### config.mk
export PLATFORM = sky130hd
export DESIGN_NAME = modular_exponentiation
export DESIGN_NICKNAME = d
export VERILOG_FILES = /design/src/sv/modexp_pkg.sv /design/src/sv/modexp_mod_step.sv /design/src/sv/modular_exponentiation.sv
export SDC_FILE = /design/constraint.sdc
export NUM_CORES = 1
export LEC_CHECK = 0
export ABC_AREA = 0
export BUFFER_PORTS_ARGS = -buffer_cell sky130_fd_sc_hd__clkbuf_2
export CAP_MARGIN = 15
export CORE_MARGIN = 10
export CORE_UTILIZATION = 60
export CTS_CLUSTER_DIAMETER = 30
export CTS_CLUSTER_SIZE = 25
export DETAILED_ROUTE_END_ITERATION = 7
export PLACE_DENSITY = 0.8
export RECOVER_POWER = 100
export SLEW_MARGIN = 20
export SYNTH_ARGS = -nofsm -noshare
export SYNTH_HDL_FRONTEND = slang
export SYNTH_SLANG_ARGS = --single-unit
### constraint.sdc
create_clock -name i_clk -period 11.19 [get_ports i_clk]
set_input_delay 2.238 -clock i_clk [delete_from_list [all_inputs] [get_ports i_clk]]
set_output_delay 2.238 -clock i_clk [all_outputs]
set_load 0.01 [all_outputs]
### src/sv/modexp_pkg.sv
// Shared constants for the modular exponentiation block.
package modexp_pkg;

    // Default operand width for base, exponent, modulus and power
    localparam int OPERAND_BITS_DEF = 31;

    // Modulus after reset (1e9 + 7), truncated to the operand width at use
    localparam logic [63:0] MODULUS_RESET = 64'd1000000007;

endpackage

### src/sv/modexp_mod_step.sv
// One step of MSB-first interleaved modular multiply: (2r + bit*a) mod m.
module modexp_mod_step
    import modexp_pkg::*;
#(
    parameter int OPERAND_BITS = OPERAND_BITS_DEF
) (
    input  logic [OPERAND_BITS-1:0] i_r,    // running remainder, below i_mod
    input  logic [OPERAND_BITS-1:0] i_a,    // addend, at most i_mod
    input  logic                    i_bit,  // current multiplier bit
    input  logic [OPERAND_BITS-1:0] i_mod,
    output logic [OPERAND_BITS-1:0] o_r
);

    localparam int SW = OPERAND_BITS + 2;

    logic [SW-1:0] sum;
    logic [SW-1:0] mod1;
    logic [SW-1:0] mod2;

    // 2r + a stays below 3m, so one of three candidates is the remainder
    always_comb begin
        mod1 = {2'b00, i_mod};
        mod2 = {1'b0, i_mod, 1'b0};
        sum  = {1'b0, i_r, 1'b0} + (i_bit ? {2'b00, i_a} : '0);
        if (sum >= mod2) begin
            o_r = OPERAND_BITS'(sum - mod2);
        end else if (sum >= mod1) begin
            o_r = OPERAND_BITS'(sum - mod1);
        end else begin
            o_r = sum[OPERAND_BITS-1:0];
        end
    end

endmodule

### src/sv/modular_exponentiation.sv
// Modular exponentiation: square-and-multiply over a bit-serial modular multiplier.
// Steps from accept to result valid: reduce the base one bit at a time, skip each leading zero
// exponent bit, then per bit from the leading one down a square plus a multiply when the bit is
// set, then finish. One item at a time; the next is accepted once the block is back in idle.
// Synchronous active-low reset clears control and restores the modulus to 1e9+7.
module modular_exponentiation
    import modexp_pkg::*;
#(
    parameter int OPERAND_BITS = OPERAND_BITS_DEF
) (
    input  logic                    i_clk,
    input  logic                    i_rst_n,
    // Input items
    input  logic                    s_axis_tvalid,
    output logic                    s_axis_tready,
    // [OPERAND_BITS-1:0] base, [2*OPERAND_BITS-1:OPERAND_BITS] exponent, zero pad
    input  logic [((2*OPERAND_BITS+7)/8)*8-1:0] s_axis_tdata,
    // Result items
    output logic                    m_axis_tvalid,
    input  logic                    m_axis_tready,
    // [OPERAND_BITS-1:0] power, zero pad
    output logic [((OPERAND_BITS+7)/8)*8-1:0]   m_axis_tdata,
    // Modulus write channel
    input  logic                    i_cfg_valid,
    output logic                    o_cfg_ready,
    input  logic [OPERAND_BITS-1:0] i_cfg_data
);

    localparam int N  = OPERAND_BITS;
    localparam int CW = $clog2(N);
    localparam logic [N-1:0]  MOD_RST  = MODULUS_RESET[N-1:0];
    localparam logic [CW-1:0] CNT_LAST = CW'(N - 1);
    localparam logic [N-1:0]  ONE      = N'(1);

    typedef enum logic [5:0] {
        S_IDLE   = 6'b000001,
        S_REDUCE = 6'b000010,
        S_SCAN   = 6'b000100,
        S_SQUARE = 6'b001000,
        S_MULT   = 6'b010000,
        S_FINISH = 6'b100000
    } t_state;

    t_state        r_state;
    logic [N-1:0]  r_mod;
    logic [N-1:0]  r_acc;      // running remainder / result
    logic [N-1:0]  r_a;        // addend of the step unit
    logic [N-1:0]  r_mult;     // multiplier bits, MSB first
    logic [N-1:0]  r_base;     // base reduced by the modulus
    logic [N-1:0]  r_exp;      // exponent bits, MSB first
    logic [CW-1:0] r_step;     // multiplier bit count
    logic [CW-1:0] r_ebit;     // exponent bit count
    logic          r_started;  // a set exponent bit has been seen
    logic          r_out_valid;
    logic [N-1:0]  r_out;

    logic [N-1:0]  step_r;
    logic          in_fire;
    logic          last_step;
    logic          last_ebit;

    assign s_axis_tready = (r_state == S_IDLE);
    assign o_cfg_ready   = 1'b1;
    assign m_axis_tvalid = r_out_valid;
    assign in_fire       = s_axis_tvalid && s_axis_tready;
    assign last_step     = (r_step == '0);
    assign last_ebit     = (r_ebit == '0);

    always_comb begin
        m_axis_tdata        = '0;
        m_axis_tdata[N-1:0] = r_out;
    end

    // Shared bit-serial multiply-reduce step
    modexp_mod_step #(
        .OPERAND_BITS(N)
    ) u_step (
        .i_r  (r_acc),
        .i_a  (r_a),
        .i_bit(r_mult[N-1]),
        .i_mod(r_mod),
        .o_r  (step_r)
    );

    // Sequencer and datapath
    always_ff @(posedge i_clk) begin
        if (!i_rst_n) begin
            r_state     <= S_IDLE;
            r_mod       <= MOD_RST;
            r_out_valid <= 1'b0;
        end else begin
            if (i_cfg_valid) begin
                r_mod <= i_cfg_data;
            end
            if (m_axis_tready) begin
                r_out_valid <= 1'b0;
            end

            case (r_state)
                S_IDLE: begin
                    if (in_fire) begin
                        r_mult    <= s_axis_tdata[N-1:0];
                        r_exp     <= s_axis_tdata[2*N-1:N];
                        r_acc     <= '0;
                        r_a       <= ONE;
                        r_step    <= CNT_LAST;
                        r_ebit    <= CNT_LAST;
                        r_started <= 1'b0;
                        // no reduction possible with a zero modulus: result 0
                        r_state   <= (r_mod == '0) ? S_FINISH : S_REDUCE;
                    end
                end
                // base mod m, one base bit a cycle
                S_REDUCE: begin
                    r_mult <= r_mult << 1;
                    r_step <= r_step - 1'b1;
                    r_acc  <= step_r;
                    if (last_step) begin
                        r_base  <= step_r;
                        r_acc   <= (r_mod == ONE) ? '0 : ONE;
                        r_state <= S_SCAN;
                    end
                end
                // skip leading zeros, else start squaring
                S_SCAN: begin
                    if (!r_started && !r_exp[N-1]) begin
                        r_exp  <= r_exp << 1;
                        r_ebit <= r_ebit - 1'b1;
                        if (last_ebit) begin
                            r_state <= S_FINISH;
                        end
                    end else begin
                        r_started <= 1'b1;
                        r_a       <= r_acc;
                        r_mult    <= r_acc;
                        r_acc     <= '0;
                        r_step    <= CNT_LAST;
                        r_state   <= S_SQUARE;
                    end
                end
                S_SQUARE: begin
                    r_mult <= r_mult << 1;
                    r_step <= r_step - 1'b1;
                    r_acc  <= step_r;
                    if (last_step) begin
                        if (r_exp[N-1]) begin
                            r_a     <= step_r;
                            r_mult  <= r_base;
                            r_acc   <= '0;
                            r_step  <= CNT_LAST;
                            r_state <= S_MULT;
                        end else begin
                            r_exp   <= r_exp << 1;
                            r_ebit  <= r_ebit - 1'b1;
                            r_state <= last_ebit ? S_FINISH : S_SCAN;
                        end
                    end
                end
                S_MULT: begin
                    r_mult <= r_mult << 1;
                    r_step <= r_step - 1'b1;
                    r_acc  <= step_r;
                    if (last_step) begin
                        r_exp   <= r_exp << 1;
                        r_ebit  <= r_ebit - 1'b1;
                        r_state <= last_ebit ? S_FINISH : S_SCAN;
                    end
                end
                // hand the result to the output register once it is free
                S_FINISH: begin
                    if (!r_out_valid || m_axis_tready) begin
                        r_out       <= r_acc;
                        r_out_valid <= 1'b1;
                        r_state     <= S_IDLE;
                    end
                end
                default: begin
                    r_state <= S_IDLE;
                end
            endcase
        end
    end

    // Checks
    a_busy_after_accept: assert property (@(posedge i_clk) disable iff (!i_rst_n)
        in_fire |=> !s_axis_tready)
        else $error("block ready right after accepting an item");

    a_state_onehot: assert property (@(posedge i_clk) disable iff (!i_rst_n)
        $onehot(r_state))
        else $error("sequencer state not one-hot");

    a_result_from_finish: assert property (@(posedge i_clk) disable iff (!i_rst_n)
        $rose(r_out_valid) |-> $past(r_state == S_FINISH))
        else $error("result appeared without finishing an item");

endmodule
==> results by group, run 1 <==
Setup path
  • Most frequent CP cell: o21ai_0
  • Worst Setup Start Kind: register
  • Kind of critical path: reg -> reg
  • CP required: 11.48 ns
  • Max incr delay on CP: 1.43 ns
  • Crit path from: r_mult[30]
  • Worst R2R Start: r_mult[30]
  • Max FO, Critical Path: 43
  • Critical Path, Cell by Cell: buf_4 > and2_0 > ha_1 > inv_1 > fa_1 > nor2b_4 > o31a_1 > o311ai_0 > nand3_1 > o31ai_1 > o21ai_0 > xor2_1 > ha_1 > and3_1 > nand2_1 > o21ai_0 > o221a_2 > or3_1 > o21ai_0 > a21oi_1 > nor3_4 > clkbuf_1 > a31oi_1 > a22o_1
  • Crit-path slowest cell: clkbuf_1
  • Worst Setup End Kind: register
  • Crit path DAT: 8.64 ns

CTS
  • CTS Buf Count: 46
  • PostCTS Resize Cnt: 0
  • Hold_buf cts: 0
  • TritonCTS Sinks: 235
  • CTS Buffer Depth: 3
  • Root Driver: clkbuf_16
  • Clock latency on the worst-skew pair: 0.55 ns
  • Htree depth: 2
  • Post-CTS Setup Inserts: 0
  • TritonCTS clock tree: done
  • Clk pin slew, worst setup/hold paths: 0.06 ns

Die
  • Die Area: 32,300 µm²
  • Ports: 135
  • Starting density of the core: 0.608
  • Die W: 180 µm
  • Die H: 180 µm
  • Row cnt: 58
  • Core ar.: 25,200 µm²

STA
  • F_max: 120 MHz
  • Final Max Slew Viols: 326
  • Clk_skew: 0.0274 ns
  • Hold violation count in the final report: 0
  • Final worst path period share: 0.746
  • Final setup fails: 0
  • Final Critical Period: 8.35 ns
  • Max-slew headroom: -0.594
  • RSZ-0062 raised after global routing: false
  • Setup TNS: 0 ns
  • Slew @ Worst Pin: 2.37 ns
  • Setup WS post-layout: 2.84 ns

Cells and area
  • Synthesis-to-layout area growth: 16.0%
  • Ant. Diodes: 0
  • Layout Nets: 1,850
  • Layout cells sized above 1: 0.128
  • Layout Utilization: 0.706
  • Layout Cells excl Fill: 2,021
  • # fillers: 1,859
  • Commonest cells after routing, fill and taps aside: 197 x edfxtp_1, 130 x nand2_1, 105 x nor2_1, 102 x a21oi_1, 99 x o21ai_0
  • Commonest non-fill, non-tap cell in the layout: edfxtp_1

Global routing
  • Gr usage total: 0.268
  • GRT overflow: 0
  • Initial antenna violation count: 1
  • Global-route wire length before repair: 71,100 µm
  • Largest net degree at the start of global routing: 49
  • Vias in the first global route: 13,100

Yosys
  • Sequential share of the synthesized area: 0.436
  • Synth warn: 0
  • Synthesized area per cell: 10.0 µm²
  • Mapped Nets: 1,725
  • Fraction of registers with async set/reset: 0
  • Gate Count Post-Synth: 1,528
  • Post-synth EDFFs: 197
  • Post-synthesis cell area: 15,300 µm²
  • Yosys reg bits: 235
  • Yosys cell types: 86
  • Top_reg_cell synth: edfxtp_1

Route
  • Drt first pass iters: 8
  • DRC: 4
  • Via count: 13,100
  • Routed vias/inst: 6.48
  • Routed Wire Length: 45,300 µm
  • Initial DRC count: 1,509
  • DRT antenna net count: 0
  • Wirelength per Cell: 22.4 µm

Outcome
  • Failing checks: design-rule violations, max-capacitance violations, max-slew violations
  • Outcome: complete, but fails checks

Power
  • Maximum vdd ir drop: 0.185 mV
  • LEAKAGE: 7.49 nW
  • Pwr per Cell Area: 386 nW/µm²
  • Pwr Total: 6.86 mW

Hold path
  • Worst Hold Class: reg -> reg
  • Worst Min Path Start: r_acc[6]

Placed design
  • Dpl cells: 1,934
  • DP HPWL: 31,400 µm
  • Final GP Congestion: 0.938
  • Dpl ws: 4.50 ns
  • Port bufs: 130

Job
  • MaxCap Viol Count: 10
==> report_power, final <==
group | switching (mW) | internal, mW | leakage [nW]
clock network | 0.498 | 0.995 | 0.800
registers | 0.122 | 1.26 | 2.12
logic | 2.48 | 1.50 | 4.57
total | 3.10 | 3.76 | 7.49
==> synth_stat cells, types with 4 or more instances <==
master,n,area [µm²]
mux2_4,12,180
nor3_1,16,80.1
dfxtp_1,38,761
and3_1,14,87.6
clkbuf_1,55,206
xnor2_1,49,429
o211ai_1,19,143
a222oi_1,26,260
nor4_1,15,93.8
o21a_1,22,165
mux2_2,6,67.6
nand4_1,12,75.1
nand3b_1,6,45.0
nand3_1,29,145
a21oi_1,95,475
o21bai_1,14,105
a21o_1,49,368
o21ai_0,90,450
o21ai_1,11,55.1
nor2_1,107,402
o31ai_1,4,30.0
inv_1,81,304
and2_1,34,213
nand2_1,130,488
edfxtp_1,197,5920
nor2b_1,39,244
mux2i_1,58,581
a22o_1,44,385
nand2b_1,11,68.8
a211oi_1,8,60.1
a31oi_1,14,87.6
a21oi_2,7,61.3
xor2_1,28,245
a21boi_0,5,37.5
ha_1,94,1180
buf_2,7,35.0
==> area by class of cell <==
type / count / area (µm²) / area share
timing repair buffer: 146 / 687 / 0.0386
tap: 330 / 413 / 0.0232
inverter: 81 / 304 / 0.0171
clock inverter: 37 / 515 / 0.0290
clock buffer: 49 / 1160 / 0.0654
sequential: 235 / 6680 / 0.376
multi-input combinational: 1143 / 8020 / 0.451
==> per-layer routing <==
layer,routed length (µm),vias to the layer above,GRT usage
li1,-,5990,-
met1,19300,6263,0.370
met2,20500,756,0.416
met3,4430,95,0.0492
met4,1190,0,0.0877
met5,0,-,0
==> worst max-delay path: cells and delay by family, from the launching register on <==
| family | cells | cell delay [ns] |
|---|---|---|
| adders and majority gates | 3 | 0.86 |
| xor gates and xnor gates | 1 | 0.39 |
| buffers and inverters | 3 | 1.76 |
| AOI/OAI and AO/OA | 10 | 3.39 |
| DFF | 1 | 0.38 |
| and+or+nand+nor | 7 | 1.29 |
==> sequential cells by signal, indices dropped and copies added, names as in the netlist <==
signal / cells
r_step: 5
r_a: 31
r_ebit: 5
m_axis_tvalid: 1
r_out: 31
r_started: 1
r_base: 31
r_mod: 31
r_exp: 31
r_acc: 31
r_mult: 31
r_state: 6
==> through the flow <==
step	cell area (µm²)	hold slack [ns]
CTS	18000	0.513
global route	17800	0.528
floorplan	15300	0.424
finish	17800	0.523
detailed placement	16300	0.497
global placement	16300	0.492
==> logic make-up after synthesis <==
kind of cell | share of synthesized area
fa+ha+maj | 0.0807
buf+inv | 0.0390
simple gates | 0.141
other cells | 0.000490
mux | 0.0555
compound gates | 0.204
flops | 0.436
xor+xnor | 0.0440
==> final timing paths <==
| check | to | slack, ns | depth (start not counted) |
|---|---|---|---|
| worst min-delay path | r_out[6] | 0.52 | 0 |
| worst max-delay path | r_a[27] | 2.84 | 24 |
| worst max register to register | r_a[27] | 2.84 | 24 |
| worst min register to register | r_out[6] | 0.52 | 0 |
No activity file was read; power rests on OpenSTA's default activity.
==> run 2: changes to the inputs <==
CORE_UTILIZATION = 55   (was 60)
PLACE_DENSITY = 0.77   (was 0.8)
clock period = 7.2 ns   (was 11.19 ns; I/O delays follow)
==> run 2 against run 1 <==
  * The run ends with max-capacitance violations, max-slew violations left
  * Setup slack lost 2.5 ns
  * Global-route usage fell by 3.2 points
  * Wire length decreased by 5.2%
  * Via count decreased by 3.2%
  * Critical path type unchanged
  * Highest routed layer unchanged
==> results by group, run 2 (synthesized netlist as in run 1, its figures left out) <==
Placed design
  • DP HPWL: 31,100 µm
  • Final GP Congestion: 0.967
  • Port bufs: 130

Hold path
  • Worst Min Path Start: r_acc[3]
  • Worst Hold Class: reg -> reg
  • Hold Path Stages: 0
  • Hold Path End: r_out[3]

Cells and area
  • Layout cells sized above 1: 0.124
  • Commonest non-fill, non-tap cell in the layout: edfxtp_1
  • Layout Nets: 1,855
  • # fillers: 2,264
  • Commonest cells after routing, fill and taps aside: 197 x edfxtp_1, 130 x nand2_1, 105 x nor2_1, 99 x a21oi_1, 97 x o21ai_0
  • Synthesis-to-layout area growth: 15.4%
  • Ant. Diodes: 0

CTS
  • TritonCTS clock tree: done
  • Clock latency on the worst-skew pair: 0.54 ns
  • CTS Buf Count: 47
  • TritonCTS Sinks: 235
  • CTS Buffer Depth: 3
  • PostCTS Resize Cnt: 0
  • Htree depth: 2
  • Root Driver: clkbuf_16
  • Clk pin slew, worst setup/hold paths: 0.05 ns
  • Hold_buf cts: 0
  • Post-CTS Setup Inserts: 0

Route
  • DRT antenna net count: 0
  • Routed Wire Length: 43,000 µm
  • Via count: 12,700
  • Routed vias/inst: 6.12
  • DRC: 0
  • Drt first pass iters: 6
  • Initial DRC count: 1,219
  • Wirelength per Cell: 20.7 µm

STA
  • Final worst path period share: 0.953
  • Slew @ Worst Pin: 3.09 ns
  • Clk_skew: 0.0121 ns
  • Final setup fails: 0
  • Max-slew headroom: -1.06
  • F_max: 146 MHz
  • Final Critical Period: 6.86 ns
  • Hold violation count in the final report: 0
  • RSZ-0062 raised after global routing: false
  • Final Max Slew Viols: 338
  • Setup TNS: 0 ns

Global routing
  • Initial antenna violation count: 0
  • Largest net degree at the start of global routing: 67
  • Gr usage total: 0.235
  • Global-route wire length before repair: 67,100 µm
  • GRT overflow: 0
  • Vias in the first global route: 12,200

Power
  • LEAKAGE: 7.40 nW
  • Pwr Total: 10.3 mW
  • Maximum vdd ir drop: 0.229 mV
  • Pwr per Cell Area: 581 nW/µm²

Die
  • Row cnt: 61
  • Die W: 187 µm
  • Ports: 135
  • Core ar.: 27,600 µm²
  • Die H: 187 µm
  • Starting density of the core: 0.555
  • Die Area: 34,900 µm²

Outcome
  • Failing checks: max-capacitance violations, max-slew violations
  • Outcome: complete, but fails checks

Setup path
  • Max FO, Critical Path: 30
  • Crit path DAT: 7.05 ns
  • CP required: 7.38 ns
  • Worst Setup Start Kind: register
  • End of the worst register-to-register path: r_a[12]
  • FF-to-FF path depth: 24
  • Worst Setup End Kind: register
  • Kind of critical path: reg -> reg
  • Flop-to-flop setup slack: 0.34 ns
  • Worst R2R Start: r_mult[30]

Job
  • MaxCap Viol Count: 9
-- run 2: cell types whose count changed in the layout (fill, tap and decap cells not counted), moves of 3 or more --
cell / before / now
clkinv_4: 1 / 5
buf_4: 5 / 8
clkbuf_1: 48 / 53
clkinvlp_4: 6 / 1
bufinv_16: 10 / 2
a21oi_1: 102 / 99
inv_4: 0 / 5
mux2_4: 12 / 2
clkbuf_16: 46 / 49
inv_6: 6 / 0
mux2_1: 4 / 14
-- run 2: how the worst max path moves through the flow --
stage | start | endpoint | slack [ns] | cells past startpoint
4_1_cts | r_mult[30] | r_a[12] | 0.55 | 24
2_1_floorplan | r_mult[30] | r_a[12] | 1.75 | 26
5_1_grt | r_mult[30] | r_a[12] | 0.1 | 24
3_5_place_dp | r_mult[30] | r_a[12] | 0.64 | 24
6_report | r_mult[30] | r_a[12] | 0.34 | 24
3_3_place_gp | r_mult[30] | r_a[24] | 0.73 | 24
-- run 2: layer usage --
metal | wire length, µm | global-route usage
met4 | 1160 | 0.0810
met2 | 18000 | 0.342
met5 | 0 | 0
met3 | 3900 | 0.0429
met1 | 19900 | 0.343
-- run 2: layout make-up --
type / count / area, µm² / area share
multi-input combinational: 1143 / 8010 / 0.453
sequential: 235 / 6680 / 0.377
clock buffer: 58 / 1270 / 0.0718
timing repair buffer: 150 / 729 / 0.0412
tap: 378 / 473 / 0.0267
inverter: 81 / 304 / 0.0172
clock inverter: 27 / 229 / 0.0129
-- run 2: stage by stage --
step,instance area [µm²],cells,hold slack [ns],setup slack (ns),utilization
after floorplan,15300,1528,0.424,1.75,-
after global placement,16400,1986,0.488,0.728,0.592
after detailed placement,16400,1986,0.488,0.641,0.592
after CTS,17900,2071,0.491,0.553,0.646
after global routing,17700,2072,0.509,0.0954,0.640
final,17700,2072,0.496,0.337,0.640
-- run 2: critical path, cell delays in order, from the launching register on --
cell and delay [ns]:
edfxtp_1 0.84, and2_0 0.22, ha_1 0.19, inv_1 0.06, fa_1 0.43, nor2b_4 0.14
o31a_1 0.22, or3_1 0.14, a21oi_1 0.08, o21ai_0 0.26, a21o_1 0.16, a21oi_1 0.07
xnor2_1 0.40, ha_1 0.41, and4_1 0.25, and3_1 0.18, and3_1 0.17, a2111o_1 0.49
nand2_1 0.11, o21a_1 0.18, nand3_1 0.10, or2_4 0.42, mux2_1 0.38, mux2i_1 0.45
o21ai_1 0.13
-- run 2: report_power, final --
part	internal [mW]	switching (mW)	leakage [nW]	total, mW
logic	2.27	3.84	4.54	6.11
registers	1.96	0.180	2.12	2.14
clock network	1.32	0.706	0.741	2.03
==> run 3: changes to the inputs <==
CELL_PAD_IN_SITES_DETAIL_PLACEMENT = 0   (was default)
CELL_PAD_IN_SITES_GLOBAL_PLACEMENT = 2   (was default)
CORE_UTILIZATION = 36   (was 55)
PLACE_DENSITY = default   (was 0.77)
PLACE_DENSITY_LB_ADDON = 0.1   (was default)
==> run 3 against run 2 <==
  * Combinational power is essentially flat
  * First-iteration DRC count shrank 36%
  * The flow still finishes with violations (max-capacitance violations, max-slew violations)
  * Sequential power is essentially flat
  * Power grew 6.4%
  * Non-clock buffer count grew 1
  * Core utilization shrank 20 points
  * Critical path depth shrank 4
  * Highest routed layer unchanged
  * Wire length grew 7.7%
  * Critical endpoint is now r_a[6]
==> results by group, run 3 (synthesized netlist as in run 1, its figures left out) <==
Route
  • DRC: 0
  • Routed vias/inst: 5.39
  • DRT antenna net count: 0
  • Initial DRC count: 780
  • Drt first pass iters: 8
  • Routed Wire Length: 46,300 µm
  • Via count: 12,200
  • Wirelength per Cell: 20.5 µm

Die
  • Die H: 226 µm
  • Row cnt: 75
  • Die W: 226 µm
  • Ports: 135
  • Starting density of the core: 0.364
  • Core ar.: 42,000 µm²
  • Die Area: 51,200 µm²

Global routing
  • GRT overflow: 0
  • Largest net degree at the start of global routing: 67
  • Gr usage total: 0.180
  • Initial antenna violation count: 0
  • Global-route wire length before repair: 72,300 µm
  • Vias in the first global route: 12,300

CTS
  • TritonCTS Sinks: 235
  • Hold_buf cts: 0
  • CTS Buffer Depth: 3
  • TritonCTS clock tree: done
  • CTS Buf Count: 58
  • PostCTS Resize Cnt: 0
  • Root Driver: clkbuf_16
  • Htree depth: 2
  • Clk pin slew, worst setup/hold paths: 0.05 ns
  • Post-CTS Setup Inserts: 0
  • Clock latency on the worst-skew pair: 0.60 ns

Cells and area
  • Layout cells sized above 1: 0.137
  • Synthesis-to-layout area growth: 20.3%
  • Ant. Diodes: 0
  • Design area: 18,400 µm²
  • Commonest non-fill, non-tap cell in the layout: edfxtp_1
  • Layout Nets: 1,867
  • Layout Cells excl Fill: 2,257
  • Commonest cells after routing, fill and taps aside: 197 x edfxtp_1, 130 x nand2_1, 106 x nor2_1, 100 x a21oi_1, 97 x o21ai_0
  • Layout Utilization: 0.439

Setup path
  • Kind of critical path: reg -> reg
  • Critical Path, Cell by Cell: buf_4 > and2_1 > ha_1 > o21ai_0 > a21oi_1 > o21ai_0 > nand2b_1 > a21oi_1 > or4_1 > a41oi_1 > xor2_1 > ha_1 > nand3_1 > nor4_1 > nand2_1 > a21oi_1 > or3_1 > clkbuf_1 > mux2i_1 > o21ai_0
  • Crit path DAT: 6.92 ns
  • Max FO, Critical Path: 22
  • Crit path max-delay family: simple AND/OR/NAND/NOR gates
  • Crit-path slowest cell: nor4_1
  • Max incr delay on CP: 0.70 ns
  • Worst R2R Start: r_mult[30]
  • Critical path buffers and inverters: 2
  • CP required: 7.44 ns
  • Worst Setup End Kind: register
  • Worst Setup Start Kind: register
  • Crit path from: r_mult[30]

Power
  • Maximum vdd ir drop: 0.246 mV
  • Pwr Total: 10.9 mW
  • Pwr per Cell Area: 593 nW/µm²
  • LEAKAGE: 7.69 nW

STA
  • F_max: 150 MHz
  • Slew @ Worst Pin: 3.18 ns
  • Final setup fails: 0
  • Setup TNS: 0 ns
  • Final Max Slew Viols: 242
  • Final worst path period share: 0.929
  • Setup WS post-layout: 0.514 ns
  • Hold violation count in the final report: 0
  • Clk_skew: 0.0478 ns
  • Hold Slack: 0.525 ns
  • Final Critical Period: 6.69 ns
  • RSZ-0062 raised after global routing: false
  • Max-slew headroom: -1.12

Placed design
  • Dpl cells: 2,149
  • Port bufs: 130
  • Dpl cell area: 16,600 µm²
  • Dpl ws: 0.728 ns
  • DP HPWL: 35,500 µm
  • Final GP Congestion: 0.890

Job
  • MaxCap Viol Count: 6

Hold path
  • Worst Hold Class: reg -> reg
  • Worst Min Path Start: r_acc[19]

Outcome
  • Failing checks: max-capacitance violations, max-slew violations
  • Outcome: complete, but fails checks
-- run 3: worst register-to-register path, delay by kind of cell, from the launching register on --
family / cells / cell delay (ns)
compound gates: 7 / 1.35
xor+xnor: 1 / 0.37
fa+ha+maj: 2 / 0.67
buf+inv: 2 / 0.46
flops: 1 / 0.54
mux: 1 / 0.43
simple gates: 7 / 2.49
-- run 3: power by group --
group / internal, mW / total, mW / switching (mW)
Clock: 1.88 / 2.67 / 0.790
Combinational: 2.36 / 6.14 / 3.78
Sequential: 1.96 / 2.13 / 0.171
Total: 6.20 / 10.9 / 4.74
-- run 3: worst paths after layout --
| check | slack [ns] | cells after the start | endpoint |
|---|---|---|---|
| setup / recovery | 0.51 | 20 | r_a[6] |
| hold / removal | 0.53 | 0 | r_out[19] |
| setup reg to reg | 0.51 | 20 | r_a[6] |
| hold reg to reg | 0.53 | 0 | r_out[19] |
-- run 3: cell type report --
type	instances	area, µm²
Timing Repair Buffer	151	724
Tap cell	539	674
Inverter	81	304
Multi-Input combinational cell	1143	8030
Clock inverter	30	443
Fill cell	4137	23600
Sequential cell	235	6680
Clock buffer	78	1590
-- run 3: per-layer routing --
| layer | wire length (µm) | up-vias | track usage |
|---|---|---|---|
| met3 | 2800 | 62 | 0.0346 |
| met4 | 1040 | 0 | 0.0537 |
| met2 | 19500 | 338 | 0.267 |
| li1 | - | 6031 | - |
| met5 | 0 | - | 0 |
| met1 | 22900 | 5737 | 0.260 |
